===== config.mk =====
export PLATFORM = sky130hd
export DESIGN_NAME = sync_length_xor_deframer_core_flat
export DESIGN_NICKNAME = d
export VERILOG_FILES = /design/src/rtl/core/sld_pkg.sv /design/src/rtl/core/sld_if.sv /design/src/rtl/core/sld_ctrl.sv /design/src/rtl/core/sld_datapath.sv /design/src/rtl/core/sync_length_xor_deframer_core.sv /design/src/flat_wrapper.sv
export SDC_FILE = /design/constraint.sdc
export NUM_CORES = 1
export LEC_CHECK = 0
export BUFFER_PORTS_ARGS = -buffer_cell sky130_fd_sc_hd__clkbuf_2
export CAP_MARGIN = 20
export CELL_PAD_IN_SITES_DETAIL_PLACEMENT = 0
export CELL_PAD_IN_SITES_GLOBAL_PLACEMENT = 2
export CORE_ASPECT_RATIO = 1.25
export CORE_MARGIN = 2
export CORE_UTILIZATION = 35
export DETAILED_ROUTE_END_ITERATION = 7
export GPL_TIMING_DRIVEN = 1
export HOLD_SLACK_MARGIN = 0.15
export MAX_ROUTING_LAYER = met4
export PLACE_DENSITY = 0.63
export SLEW_MARGIN = 30
export SYNTH_ARGS = -nofsm -noshare
export SYNTH_HDL_FRONTEND = slang
export SYNTH_SLANG_ARGS = --single-unit

===== constraint.sdc =====
create_clock -name clk -period 5.2 [get_ports clk]
set_clock_uncertainty 0.1 [all_clocks]
set_input_delay 1.04 -clock clk [delete_from_list [all_inputs] [get_ports clk]]
set_output_delay 1.04 -clock clk [all_outputs]
set_load 0.01 [all_outputs]

===== src/rtl/core/sld_pkg.sv =====
`default_nettype none

package sld_pkg;

  localparam int BYTE_W = 8;
  localparam int IDX_W  = 6;

  localparam logic [BYTE_W-1:0] SYNC_BYTE = 8'hFF;

  typedef logic [1:0] status_t;

  localparam status_t ST_DATA    = 2'd0;
  localparam status_t ST_BADSUM  = 2'd1;
  localparam status_t ST_EMPTY   = 2'd2;
  localparam status_t ST_TOOLONG = 2'd3;

  // controller -> datapath
  typedef struct packed {
    logic    ld_len;
    logic    ld_data;
    logic    emit_status;
    status_t status_code;
    logic    start_release;
    logic    rd_en;
    logic    emit_data;
  } ctrl_cmd_t;

  // datapath -> controller
  typedef struct packed {
    logic is_sync;
    logic rx_zero;
    logic too_long;
    logic data_done;
    logic check_ok;
    logic len_zero;
    logic last_k;
    logic out_free;
  } dp_stat_t;

endpackage

`default_nettype wire


===== src/rtl/core/sld_if.sv =====
`default_nettype none

interface sld_in_if;
  import sld_pkg::*;

  logic              valid;
  logic              ready;
  logic [BYTE_W-1:0] rx_byte;

  modport source (output valid, output rx_byte, input ready);
  modport sink   (input valid, input rx_byte, output ready);
endinterface

interface sld_out_if;
  import sld_pkg::*;

  logic              valid;
  logic              ready;
  logic [BYTE_W-1:0] payload_byte;
  logic [IDX_W-1:0]  byte_index;
  status_t           status;
  logic              last;

  modport source (output valid, output payload_byte, output byte_index, output status,
                  output last, input ready);
  modport sink   (input valid, input payload_byte, input byte_index, input status,
                  input last, output ready);
endinterface

`default_nettype wire


===== src/rtl/core/sld_ctrl.sv =====
`default_nettype none

module sld_ctrl (
  input  wire logic              clk,
  input  wire logic              rst_n,
  input  wire logic              in_valid,
  output logic                   in_ready,
  input  wire sld_pkg::dp_stat_t stat,
  output sld_pkg::ctrl_cmd_t     cmd
);
  import sld_pkg::*;

  localparam logic [2:0] S_SYNC1 = 3'd0;
  localparam logic [2:0] S_SYNC2 = 3'd1;
  localparam logic [2:0] S_LEN   = 3'd2;
  localparam logic [2:0] S_DATA  = 3'd3;
  localparam logic [2:0] S_CHECK = 3'd4;
  localparam logic [2:0] S_RD    = 3'd5;
  localparam logic [2:0] S_WR    = 3'd6;

  logic [2:0] state_r;
  logic [2:0] state_nxt;
  logic       parse_state;
  logic       accept;

  assign parse_state = (state_r inside {S_SYNC1, S_SYNC2, S_LEN, S_DATA, S_CHECK});
  assign in_ready    = parse_state && stat.out_free;
  assign accept      = in_valid && in_ready;

  always_comb begin
    state_nxt = state_r;
    cmd       = '0;
    cmd.status_code = ST_DATA;
    case (state_r)
      S_SYNC1: begin
        if (accept && stat.is_sync) state_nxt = S_SYNC2;
      end
      S_SYNC2: begin
        if (accept) state_nxt = stat.is_sync ? S_LEN : S_SYNC1;
      end
      S_LEN: begin
        if (accept) begin
          cmd.ld_len = 1'b1;
          if (stat.too_long) begin
            cmd.emit_status = 1'b1;
            cmd.status_code = ST_TOOLONG;
            state_nxt = S_SYNC1;
          end else if (stat.rx_zero) begin
            state_nxt = S_CHECK;
          end else begin
            state_nxt = S_DATA;
          end
        end
      end
      S_DATA: begin
        if (accept) begin
          cmd.ld_data = 1'b1;
          if (stat.data_done) state_nxt = S_CHECK;
        end
      end
      S_CHECK: begin
        if (accept) begin
          if (!stat.check_ok) begin
            cmd.emit_status = 1'b1;
            cmd.status_code = ST_BADSUM;
            state_nxt = S_SYNC1;
          end else if (stat.len_zero) begin
            cmd.emit_status = 1'b1;
            cmd.status_code = ST_EMPTY;
            state_nxt = S_SYNC1;
          end else begin
            cmd.start_release = 1'b1;
            state_nxt = S_RD;
          end
        end
      end
      S_RD: begin
        cmd.rd_en = 1'b1;
        state_nxt = S_WR;
      end
      S_WR: begin
        // store read data is held until the output slot frees
        if (stat.out_free) begin
          cmd.emit_data = 1'b1;
          state_nxt = stat.last_k ? S_SYNC1 : S_RD;
        end
      end
      default: begin
        state_nxt = S_SYNC1;
      end
    endcase
  end

  always_ff @(posedge clk) begin
    if (!rst_n) begin
      state_r <= S_SYNC1;
    end else begin
      state_r <= state_nxt;
    end
  end

endmodule

`default_nettype wire


===== src/rtl/core/sld_datapath.sv =====
`default_nettype none

module sld_datapath #(
  parameter int MAX_PAYLOAD = 64
) (
  input  wire logic                       clk,
  input  wire logic                       rst_n,
  input  wire logic [sld_pkg::BYTE_W-1:0] rx_byte,
  input  wire sld_pkg::ctrl_cmd_t         cmd,
  output sld_pkg::dp_stat_t               stat,
  output logic                            out_valid,
  input  wire logic                       out_ready,
  output logic [sld_pkg::BYTE_W-1:0]      out_payload_byte,
  output logic [sld_pkg::IDX_W-1:0]       out_byte_index,
  output sld_pkg::status_t                out_status,
  output logic                            out_last
);
  import sld_pkg::*;

  localparam int AW = (MAX_PAYLOAD > 1) ? $clog2(MAX_PAYLOAD) : 1;
  localparam int CW = $clog2(MAX_PAYLOAD + 1);

  logic [BYTE_W-1:0] store [MAX_PAYLOAD];
  logic [BYTE_W-1:0] rd_data_r;

  logic [CW-1:0]     len_r;
  logic [CW-1:0]     count_r;
  logic [CW-1:0]     count_inc;
  logic [BYTE_W-1:0] check_r;
  logic [AW-1:0]     k_r;

  logic              out_valid_r;
  logic [BYTE_W-1:0] out_payload_r;
  logic [IDX_W-1:0]  out_index_r;
  status_t           out_status_r;
  logic              out_last_r;

  assign count_inc = count_r + CW'(1);

  always_comb begin
    stat.is_sync   = (rx_byte == SYNC_BYTE);
    stat.rx_zero   = (rx_byte == '0);
    stat.too_long  = (rx_byte > BYTE_W'(MAX_PAYLOAD));
    stat.data_done = (count_inc >= len_r);
    stat.check_ok  = (check_r == rx_byte);
    stat.len_zero  = (len_r == '0);
    stat.last_k    = ((CW'(k_r) + CW'(1)) == len_r);
    stat.out_free  = !out_valid_r || out_ready;
  end

  always_ff @(posedge clk) begin
    if (!rst_n) begin
      len_r   <= '0;
      count_r <= '0;
      check_r <= '0;
      k_r     <= '0;
    end else begin
      if (cmd.ld_len) begin
        len_r   <= rx_byte[CW-1:0];
        count_r <= '0;
        check_r <= rx_byte;
      end
      if (cmd.ld_data) begin
        count_r <= count_inc;
        check_r <= check_r ^ rx_byte;
      end
      if (cmd.start_release) begin
        k_r <= '0;
      end else if (cmd.emit_data) begin
        k_r <= k_r + AW'(1);
      end
    end
  end

  always_ff @(posedge clk) begin
    if (cmd.ld_data && (count_r < CW'(MAX_PAYLOAD))) begin
      store[count_r[AW-1:0]] <= rx_byte;
    end
    if (cmd.rd_en) begin
      rd_data_r <= store[k_r];
    end
  end

  always_ff @(posedge clk) begin
    if (!rst_n) begin
      out_valid_r <= 1'b0;
    end else if (cmd.emit_status || cmd.emit_data) begin
      out_valid_r <= 1'b1;
    end else if (out_ready) begin
      out_valid_r <= 1'b0;
    end
  end

  always_ff @(posedge clk) begin
    if (cmd.emit_status) begin
      out_payload_r <= '0;
      out_index_r   <= '0;
      out_status_r  <= cmd.status_code;
      out_last_r    <= 1'b1;
    end else if (cmd.emit_data) begin
      out_payload_r <= rd_data_r;
      out_index_r   <= IDX_W'(k_r);
      out_status_r  <= ST_DATA;
      out_last_r    <= stat.last_k;
    end
  end

  assign out_valid        = out_valid_r;
  assign out_payload_byte = out_payload_r;
  assign out_byte_index   = out_index_r;
  assign out_status       = out_status_r;
  assign out_last         = out_last_r;

endmodule

`default_nettype wire


===== src/rtl/core/sync_length_xor_deframer_core.sv =====
// Timing: a status result is presented in the cycle after the byte that causes it is transferred;
// the first payload byte of a verified frame passes S_RD, S_WR and the output register after the
// check byte. Throughput: one received byte per cycle while the output slot is free, but not during
// a release, which steps S_RD then S_WR per payload byte for the registered read port of the store.
// Reset: synchronous, active low; clears the parser and output valid, the store is not cleared.
`default_nettype none

module sync_length_xor_deframer_core #(
  parameter int MAX_PAYLOAD = 64
) (
  input  wire logic  clk,
  input  wire logic  rst_n,
  sld_in_if.sink     in_if,
  sld_out_if.source  out_if
);
  import sld_pkg::*;

  ctrl_cmd_t cmd;
  dp_stat_t  stat;
  logic      in_ready;

  sld_ctrl u_ctrl (
    .clk      (clk),
    .rst_n    (rst_n),
    .in_valid (in_if.valid),
    .in_ready (in_ready),
    .stat     (stat),
    .cmd      (cmd)
  );

  sld_datapath #(
    .MAX_PAYLOAD (MAX_PAYLOAD)
  ) u_datapath (
    .clk              (clk),
    .rst_n            (rst_n),
    .rx_byte          (in_if.rx_byte),
    .cmd              (cmd),
    .stat             (stat),
    .out_valid        (out_if.valid),
    .out_ready        (out_if.ready),
    .out_payload_byte (out_if.payload_byte),
    .out_byte_index   (out_if.byte_index),
    .out_status       (out_if.status),
    .out_last         (out_if.last)
  );

  assign in_if.ready = in_ready;

`ifndef NO_ASSERTIONS
  // a status result stands alone
  a_status_last : assert property (@(posedge clk) disable iff (!rst_n)
    (out_if.valid && (out_if.status != ST_DATA)) |-> out_if.last)
    else $error("status result without last");

  a_status_zero : assert property (@(posedge clk) disable iff (!rst_n)
    (out_if.valid && (out_if.status != ST_DATA)) |->
    ((out_if.payload_byte == '0) && (out_if.byte_index == '0)))
    else $error("status result with nonzero payload");

  // a stalled result must not be overwritten by a new transfer
  a_no_overrun : assert property (@(posedge clk) disable iff (!rst_n)
    (out_if.valid && !out_if.ready) |-> !in_if.ready)
    else $error("input ready while output stalled");

  // no input is taken in the middle of a frame release
  a_burst_hold : assert property (@(posedge clk) disable iff (!rst_n)
    (out_if.valid && (out_if.status == ST_DATA) && !out_if.last) |-> !in_if.ready)
    else $error("input ready during release");
`endif

endmodule

`default_nettype wire


===== src/flat_wrapper.sv =====
// flat-port wrapper written by rule: the top's interface ports become plain ports
module sync_length_xor_deframer_core_flat import sld_pkg::*;
#(
  parameter int MAX_PAYLOAD = 64
)
  (clk, rst_n, in_if_valid, in_if_rx_byte, in_if_ready, out_if_valid, out_if_payload_byte, out_if_byte_index, out_if_status, out_if_last, out_if_ready);
  sld_in_if in_if_i ();
  sld_out_if out_if_i ();
  input  wire logic clk;
  input  wire logic rst_n;
  input wire logic [$bits(in_if_i.valid)-1:0] in_if_valid;
  input wire logic [$bits(in_if_i.rx_byte)-1:0] in_if_rx_byte;
  output wire logic [$bits(in_if_i.ready)-1:0] in_if_ready;
  output wire logic [$bits(out_if_i.valid)-1:0] out_if_valid;
  output wire logic [$bits(out_if_i.payload_byte)-1:0] out_if_payload_byte;
  output wire logic [$bits(out_if_i.byte_index)-1:0] out_if_byte_index;
  output wire logic [$bits(out_if_i.status)-1:0] out_if_status;
  output wire logic [$bits(out_if_i.last)-1:0] out_if_last;
  input wire logic [$bits(out_if_i.ready)-1:0] out_if_ready;
  assign in_if_i.valid = in_if_valid;
  assign in_if_i.rx_byte = in_if_rx_byte;
  assign in_if_ready = in_if_i.ready;
  assign out_if_valid = out_if_i.valid;
  assign out_if_payload_byte = out_if_i.payload_byte;
  assign out_if_byte_index = out_if_i.byte_index;
  assign out_if_status = out_if_i.status;
  assign out_if_last = out_if_i.last;
  assign out_if_i.ready = out_if_ready;
  sync_length_xor_deframer_core #(.MAX_PAYLOAD(MAX_PAYLOAD)) u_core (.clk(clk), .rst_n(rst_n), .in_if(in_if_i), .out_if(out_if_i));
endmodule

==> results of run 1 <==
## cells in the mapped netlist (2+ instances only)
library cell  count
a211o_1           2
a211oi_1          4
a21oi_1          61
a221oi_1          2
a22oi_1          57
a31oi_1           3
a32oi_1           6
and3_1            3
buf_1             8
buf_2            16
buf_4             5
buf_6             5
clkbuf_1         42
dfxtp_1          47
edfxtp_1        522
ha_1              9
inv_1            12
mux2i_1           7
mux4_2          130
nand2_1          78
nand2b_1          6
nand3_1          14
nand3b_1          5
nand4_1           7
nor2_1          104
nor2b_1           8
nor3_1            7
nor3b_1           2
nor4_1            5
o21ai_0          10
o21ai_1           3
o22ai_1           2
o31a_1            2
or2_2             2
or3_1             4
or3b_2            3
or4_1             6
xnor2_1          10
xor2_1           14
## metrics by stage
| step | setup WS [ps] | hold WS, ps |
|---|---|---|
| floorplan | 2065 | 360.8 |
| global placement | 830.4 | 342.6 |
| detailed placement | 803.2 | 350.4 |
| CTS | 1362 | 359.0 |
| global route | 1168 | 370.6 |
| finish | 1311 | 356.6 |
## power groups by stage
| stage | clock, mW | sequential (mW) | combinational [mW] |
|---|---|---|---|
| floorplan | 0 | 5.17 | 0.217 |
| global placement | 0 | 5.19 | 0.400 |
| detailed placement | 0 | 5.19 | 0.401 |
| CTS | 3.84 | 5.09 | 0.401 |
| global route | 4.00 | 5.10 | 0.433 |
| finish | 3.75 | 5.09 | 0.392 |
## layout by cell type (no fill, tap or decap), types with 14 or more instances in the layout
cell type	instances
a21oi_1	61
mux4_2	130
dfxtp_1	44
xor2_1	14
clkbuf_2	30
nand3_1	14
a22oi_1	57
nand2_1	78
clkbuf_16	53
buf_4	42
clkinv_2	17
nor2_1	103
edfxtp_1	522
## worst max path at each step
| stage | start | to | slack, ps | cells after the start |
|---|---|---|---|---|
| 6_report | u_core.u_ctrl.state_r[2] | u_core.u_datapath.store[44][6] | 1310 | 5 |
| 5_1_grt | u_core.u_ctrl.state_r[2] | u_core.u_datapath.store[44][6] | 1170 | 5 |
| 4_1_cts | u_core.u_ctrl.state_r[2] | u_core.u_datapath.store[20][2] | 1360 | 5 |
| 3_5_place_dp | in_if_valid | u_core.u_datapath.store[44][4] | 800 | 6 |
| 3_3_place_gp | in_if_valid | u_core.u_datapath.store[44][7] | 830 | 6 |
| 2_1_floorplan | out_if_ready | u_core.u_datapath.store[63][0] | 2070 | 6 |
## metal layers
| layer | global-route usage [%] | up-vias | share of wire [%] |
|---|---|---|---|
| met5 | - | - | 0 |
| li1 | - | 5115 | - |
| met1 | 21.58 | 6059 | 39 |
| met3 | 2.783 | 107 | 4.2 |
| met4 | 7.629 | 0 | 4.1 |
| met2 | 32.33 | 296 | 53 |
## registers in the layout, indices dropped and copies added (netlist names)
signal	flops
u_core.u_datapath.k_r	6
u_core.u_datapath.check_r	8
u_core.u_datapath.out_status	2
u_core.u_datapath.out_payload_byte	8
u_core.u_datapath.len_r	7
u_core.u_datapath.count_r	7
u_core.u_datapath.out_last	1
u_core.u_datapath.out_valid	1
u_core.u_ctrl.state_r	3
u_core.u_datapath.store	512
u_core.u_datapath.rd_data_r	8
u_core.u_datapath.out_byte_index	6
## kinds of logic (layout without fill, tap and decap cells)
kind of cell,after synthesis,count (layout),synth area share [%]
AO/OA/AOI/OAI,164,164,4.750
XOR/XNOR,24,24,0.9311
adder cells (fa/ha/maj),9,9,0.4988
buffers and inverters,89,181,1.823
flip-flops,569,569,73.60
multiplexers,137,137,13.28
other,0,1,0
AND/OR/NAND/NOR,257,257,5.121
## worst max-delay path: stages (launching register included)
cell      delay [ps]
dfxtp_1          470
nand3b_1         280
or3_1            580
nor3_1           720
nand2_1          600
nor2_1           750
## area by class of cell
| class | instances | area share (%) |
|---|---|---|
| repair buffers | 75 | 2.064 |
| well taps | 848 | 4.167 |
| multi-input cells | 591 | 21.87 |
| clock buffers | 60 | 5.351 |
| flip-flops and latches | 569 | 65.29 |
| inverters | 12 | 0.1769 |
| diodes | 1 | 0.009827 |
| clock inverters | 34 | 1.081 |
==> results.cfg, run 1 <==
[sta]
timing.fmax_mhz = 257.1
fin_crit_sh_pct = 74.79
setup_viol = 0
relSlewSlack_pct = 37.06
rsz0062_at_grt = false
hold_viol = 0
fin_tns_setup_ps = 0
finalMaxSlewViolations = 0
fin_crit_ps = 3889
worst_pin_slew_ps = 944.0

[worst_setup_path]
critPathMaxFanout = 18
crit_required_ps = 5350
end_kind = flop
worst_r2r_startpoint = u_core.u_ctrl.state_r[2]
rr_worst_depth = 5
path_class = flop to flop
cp.arrival_ps = 4030
cp-start-kind = flop
rr_endpoint = u_core.u_datapath.store[44][6]
r2r_slack_ps = 1310

[routing]
ant_nets = 0
drtIter0Drc = 915
drc = 0
via_count = 11580
totalWireLength_mm = 59.51
via_per_inst = 5.286
routedWlPerCell_um = 27.17
dr.pass1.iters = 5

[synthesis]
synth_warnings = 0
netlist.area_leader.share_pct = 69.43
yosysSeqAreaShare_pct = 73.60
syn-cell-area_um2 = 22580
async_reset_ff_share_pct = 0
syn_nets = 1270
synth_cell_type_count = 55
yosys.area.top_type = edfxtp_1
synth_cells = 1249
synth_ff_type = edfxtp_1
synth-edff-count = 522
synth_top_cells_by_area = edfxtp_1, mux4_2, dfxtp_1
synth_seq_cells = 569
synth_area_per_cell_um2 = 18.08

[place]
io_buffer_count = 30
dpl_cell_area_um2 = 23820
dp_hpwl_mm = 38.02
dp.cells = 2095
gp_congestion = 0.7957

[die]
initial_core_util_pct = 35.19
rows = 104
die-area_um2 = 66570
die_w_um = 231.2
io_pins = 31
design.core.area_um2 = 64150
die-height_um = 288.0

[power_and_ir_drop]
total_power_mw = 9.235
total_leakage_power_nw = 7.762
pwr-share-seq_pct = 55.1
pwr-share-clk_pct = 40.6
p_int_mw = 7.245
switching_share_pct = 21.55
comb_power_share_pct = 4.2
peakVddDrop_mv = 0.2341
powerDensity_nw_per_um2 = 362.7
switchingPower_mw = 1.990

[global_route]
grt_pass1_wl_mm = 85.64
antenna_found_initial = 1
grt_overflow = 0
grt_start_max_net_pins = 69
grtUsageTotal_pct = 18.60
grt_pass1_vias = 12030

[clock_tree]
cts_htree_levels = 2
hold_buffers = 0
cts-root-buf = clkbuf_16
clock_latency_ps = 620
cts_tree = yes
clockBufferDepth = 3
cts_sinks = 569
path_clk_slew_ps = 60
cts_buffers = 53
cts-resized-gates = 0
cts_setup_buffers = 0

[layout]
drive_gt1_share_pct = 22.37
design_area_um2 = 25460
multi_input_area_um2 = 5568
nets = 1323
syn_to_final_growth_pct = 12.79
fill_cells = 5740
fin_cells = 2190
finish.utilization_pct = 39.69
final-seq-area_um2 = 16620

[min_path]
hold_path.startpoint = u_core.u_datapath.out_byte_index[5]
hold_path_depth = 2
min_path_type = flop to flop
min_to = u_core.u_datapath.out_byte_index[5]

[outcome]
status = completed

[flow_run]
drv_cap = 0
No activity file was read; power rests on OpenSTA's default activity.
==> inputs of run 2 (changes only) <==
Clock period 5.2 ns to 4.1 ns, I/O delays scaled along.
==> results.cfg, run 2 (same netlist as run 1, synthesis figures left out) <==
[sta]
relSlewSlack_pct = 40.08
setup_viol = 0
hold_viol = 0
rsz0062_at_grt = false
worst_pin_slew_ps = 896.7
fin_crit_ps = 3262
timing.fmax_mhz = 306.5
finalMaxSlewViolations = 0
fin_crit_sh_pct = 79.57
fin_tns_setup_ps = 0

[die]
die_w_um = 231.2
initial_core_util_pct = 35.19
design.core.area_um2 = 64150
io_pins = 31
rows = 104
die-height_um = 288.0
die-area_um2 = 66570

[clock_tree]
cts_buffers = 54
cts_setup_buffers = 0
hold_buffers = 0
path_clk_slew_ps = 60
clock_latency_ps = 630
cts_sinks = 569
cts-root-buf = clkbuf_16
cts_htree_levels = 2
cts-resized-gates = 0
clockBufferDepth = 3
cts_tree = yes

[layout]
syn_to_final_growth_pct = 14.66
fill_cells = 5763
largest_reg_flops = 512
layout_commonest_cell = edfxtp_1
layout_common_cells = edfxtp_1, mux4_2, nor2_1
fin_cells = 2248
nets = 1380
drive_gt1_share_pct = 25.02

[worst_setup_path]
cp.arrival_ps = 3410
worst_r2r_startpoint = u_core.u_ctrl.state_r[0]
crit_required_ps = 4240
end_kind = flop
critPathMaxFanout = 10
rr_worst_depth = 5
path_class = flop to flop
crit_path_top_delay_cell = nor2_1
cp-start-kind = flop
critPathMaxStageDelay_ps = 690
r2r_slack_ps = 840
rr_endpoint = u_core.u_datapath.store[60][3]
worst-path-buf-inv = 0
cp_cell_sequence = nand3b_1 -> or3_1 -> nor3_1 -> nand2_1 -> nor2_1
path_delay_family = simple AND/OR/NAND/NOR gates

[global_route]
grt_pass1_wl_mm = 85.50
grt_start_max_net_pins = 68
grt_overflow = 0
grt_pass1_vias = 12080
grtUsageTotal_pct = 18.41
antenna_found_initial = 2

[power_and_ir_drop]
total_leakage_power_nw = 8.061
powerDensity_nw_per_um2 = 450.3
peakVddDrop_mv = 0.2510

[flow_run]
drv_cap = 0

[place]
dp.cells = 2151
dp_hpwl_mm = 38.73
gp_congestion = 0.8002
io_buffer_count = 30

[routing]
dr.pass1.iters = 5
routedWlPerCell_um = 26.19
via_per_inst = 5.210
drtIter0Drc = 933
drc = 0
via_count = 11710
totalWireLength_mm = 58.87
ant_nets = 0

[min_path]
min_path_type = flop to flop
hold_path_depth = 2
min_to = u_core.u_datapath.out_payload_byte[6]
hold_path.startpoint = u_core.u_datapath.out_payload_byte[6]

[outcome]
status = completed
==> run 2: stage by stage <==
stage / utilization [%] / hold WS (ps) / setup slack, ps / power, mW / area, µm²
finish: 40.35 / 354.1 / 837.5 / 11.66 / 25890
global route: 40.35 / 377.3 / 614.2 / 12.03 / 25890
CTS: 40.35 / 358.6 / 853.8 / 11.79 / 25880
detailed placement: 37.80 / 350.2 / 472.5 / 7.093 / 24250
global placement: 37.80 / 345.7 / 546.1 / 7.088 / 24250
floorplan: - / 360.8 / 1185 / 6.835 / 22580
==> run 2: layer usage <==
metal	part of all wire, %	vias up	routed length, µm	GRT usage (%)
met5	0	-	0	-
met4	3.1	0	1849	6.194
met3	3.4	71	2030	2.367
met2	54	231	31510	32.64
met1	40	6183	23480	21.58
li1	-	5227	-	-
==> run 2: power breakdown <==
part / internal, mW / leakage [nW] / total, mW / switching (mW)
Clock: 2.56 / 0.804 / 4.70 / 2.14
Combinational: 0.178 / 2.19 / 0.513 / 0.335
Sequential: 6.39 / 5.07 / 6.44 / 0.0513
Total: 9.13 / 8.06 / 11.7 / 2.53
==> run 2: worst register-to-register path: stages, from the launching register on <==
cell and delay (ps):
dfxtp_1 510, nand3b_1 200, or3_1 440, nor3_1 520, nand2_1 440, nor2_1 690
==> run 2: final cells by class <==
cell class	instances	area [µm²]	share of cell area [%]
diodes	1	2.502	0.009667
clock buffers	68	1445	5.583
clock inverters	28	188.9	0.7299
inverters	12	45.04	0.1740
multi-input cells	591	5562	21.48
flip-flops and latches	569	16620	64.22
well taps	848	1061	4.099
repair buffers	131	958.4	3.702
==> run 2: worst max-delay path by stage <==
stage | startpoint | endpoint | depth (start not counted)
after floorplan | out_if_ready | u_core.u_datapath.store[63][0] | 6
after global placement | in_if_valid | u_core.u_datapath.store[46][5] | 7
after detailed placement | in_if_valid | u_core.u_datapath.store[60][2] | 6
after CTS | u_core.u_ctrl.state_r[2] | u_core.u_datapath.store[60][3] | 6
after global routing | u_core.u_ctrl.state_r[0] | u_core.u_datapath.store[59][6] | 5
final | u_core.u_ctrl.state_r[0] | u_core.u_datapath.store[60][3] | 5
==> inputs of run 3 (changes only) <==
Settings changed: PLACE_DENSITY 0.63 to 0.65.
Clock period 4.1 ns to 2.75 ns, I/O delays scaled along.
==> results.cfg, run 3 (same netlist as run 1, synthesis figures left out) <==
[layout]
nets = 1466
antennaDiodeCount = 0
fill_cells = 5691
drive_gt1_share_pct = 30.60
fin_cells = 2338
syn_to_final_growth_pct = 19.25
finish.utilization_pct = 41.97
layout_commonest_cell = edfxtp_1
largest_reg_flops = 512
layout_common_cells = edfxtp_1, buf_4, mux4_2

[sta]
fin_crit_sh_pct = 96.95
hold_viol = 0
finalMaxSlewViolations = 0
worst_pin_slew_ps = 1023
fin_tns_setup_ps = 0
relSlewSlack_pct = 31.71
fin_crit_ps = 2666
timing.fmax_mhz = 375.1
setup_viol = 0
rsz0062_at_grt = false
fin_hold_ws_ps = 181.6

[routing]
routedWlPerCell_um = 25.52
ant_nets = 0
dr.pass1.iters = 7
via_per_inst = 5.194
drtIter0Drc = 944
totalWireLength_mm = 59.66
via_count = 12140
drc = 0

[min_path]
min_path_type = input port to flop
min_to = u_core.u_datapath.out_valid
hold_path.startpoint = rst_n
hold_path_depth = 2

[die]
die_w_um = 231.2
io_pins = 31
design.core.area_um2 = 64150
rows = 104
die-area_um2 = 66570
die-height_um = 288.0
initial_core_util_pct = 35.19

[outcome]
status = completed

[clock_tree]
cts-root-buf = clkbuf_16
cts_sinks = 569
hold_buffers = 0
clockBufferDepth = 3
path_clk_slew_ps = 60
cts_buffers = 55
clock_latency_ps = 610
cts_htree_levels = 2
cts_tree = yes

[worst_setup_path]
cp.arrival_ps = 2910
r2r_slack_ps = 80
rr_worst_depth = 6
worst_r2r_startpoint = u_core.u_datapath.k_r[0]
cp-start-kind = flop
critPathMaxFanout = 15
path_class = flop to flop
crit_required_ps = 2990
rr_endpoint = u_core.u_datapath.rd_data_r[6]
end_kind = flop

[global_route]
grt_pass1_vias = 12600
grt_start_max_net_pins = 68
grt_overflow = 0
grtUsageTotal_pct = 18.66
grt_pass1_wl_mm = 86.95
antenna_found_initial = 0

[power_and_ir_drop]
total_power_mw = 17.96
powerDensity_nw_per_um2 = 667.1
peakVddDrop_mv = 0.4495
total_leakage_power_nw = 8.591

[flow_run]
drv_cap = 0

[place]
gp_congestion = 0.8461
dp_hpwl_mm = 39.99
dp.cells = 2235
io_buffer_count = 30
## run 3: changes by cell type in the layout (fill, tap and decap cells not counted), sizes merged
cell / previous run / this run
clkinvlp: 2 / 5
bufinv: 1 / 6
clkbuf: 98 / 95
diode: 1 / 0
buf: 101 / 186
inv: 16 / 13
clkinv: 21 / 25
## run 3: final cells by class
class | count | area [µm²] | area share [%]
multi-input cells | 591 | 5620 | 20.88
clock buffers | 65 | 1435 | 5.330
repair buffers | 216 | 1787 | 6.636
well taps | 848 | 1061 | 3.941
clock inverters | 37 | 350.3 | 1.301
inverters | 12 | 45.04 | 0.1673
flip-flops and latches | 569 | 16620 | 61.75
## run 3: per-layer routing
layer  global-route usage, %  wire [µm]
met1                   23.15      24710
met2                   32.15      31070
met4                   5.645       1719
met3                   2.169       2158
met5                       -          0
## run 3: worst max-delay path by stage
stage / cells past startpoint / slack (ps) / from / to
after floorplan: 6 / 110 / out_if_ready / u_core.u_datapath.store[63][0]
after CTS: 6 / -5 / u_core.u_datapath.k_r[0] / u_core.u_datapath.rd_data_r[6]
after global placement: 6 / -170 / u_core.u_datapath.k_r[0] / u_core.u_datapath.rd_data_r[6]
after global routing: 6 / 5 / u_core.u_datapath.k_r[0] / u_core.u_datapath.rd_data_r[6]
final: 6 / 80 / u_core.u_datapath.k_r[0] / u_core.u_datapath.rd_data_r[6]
after detailed placement: 6 / -180 / u_core.u_datapath.k_r[0] / u_core.u_datapath.rd_data_r[6]
## run 3: per-stage QoR
step | cell area, µm² | setup slack, ps
2_1_floorplan | 22580 | 105.1
3_3_place_gp | 25050 | -172.6
3_5_place_dp | 25050 | -177.0
4_1_cts | 26890 | -5.118
5_1_grt | 26920 | 5.113
6_report | 26920 | 83.90
## run 3: critical path, stage by stage, from the launching register on
cell	delay, ps
dfxtp_4	430
buf_12	200
buf_16	200
mux4_2	530
a22oi_2	330
a21oi_2	120
or4_1	470
## run 3: power by group
part / internal (mW) / leakage, nW / switching (mW) / total (mW)
registers: 9.52 / 5.07 / 0.0602 / 9.58
clock network: 4.29 / 0.866 / 3.23 / 7.52
logic: 0.319 / 2.65 / 0.539 / 0.858
total: 14.1 / 8.59 / 3.83 / 18.0
## run 3: timing repair
item / CTS / global route
endpoints found under the setup margin: 26 / 48
buffers inserted: 0 / 1
resized for setup: 11 / 5
pin swaps: 1 / 2
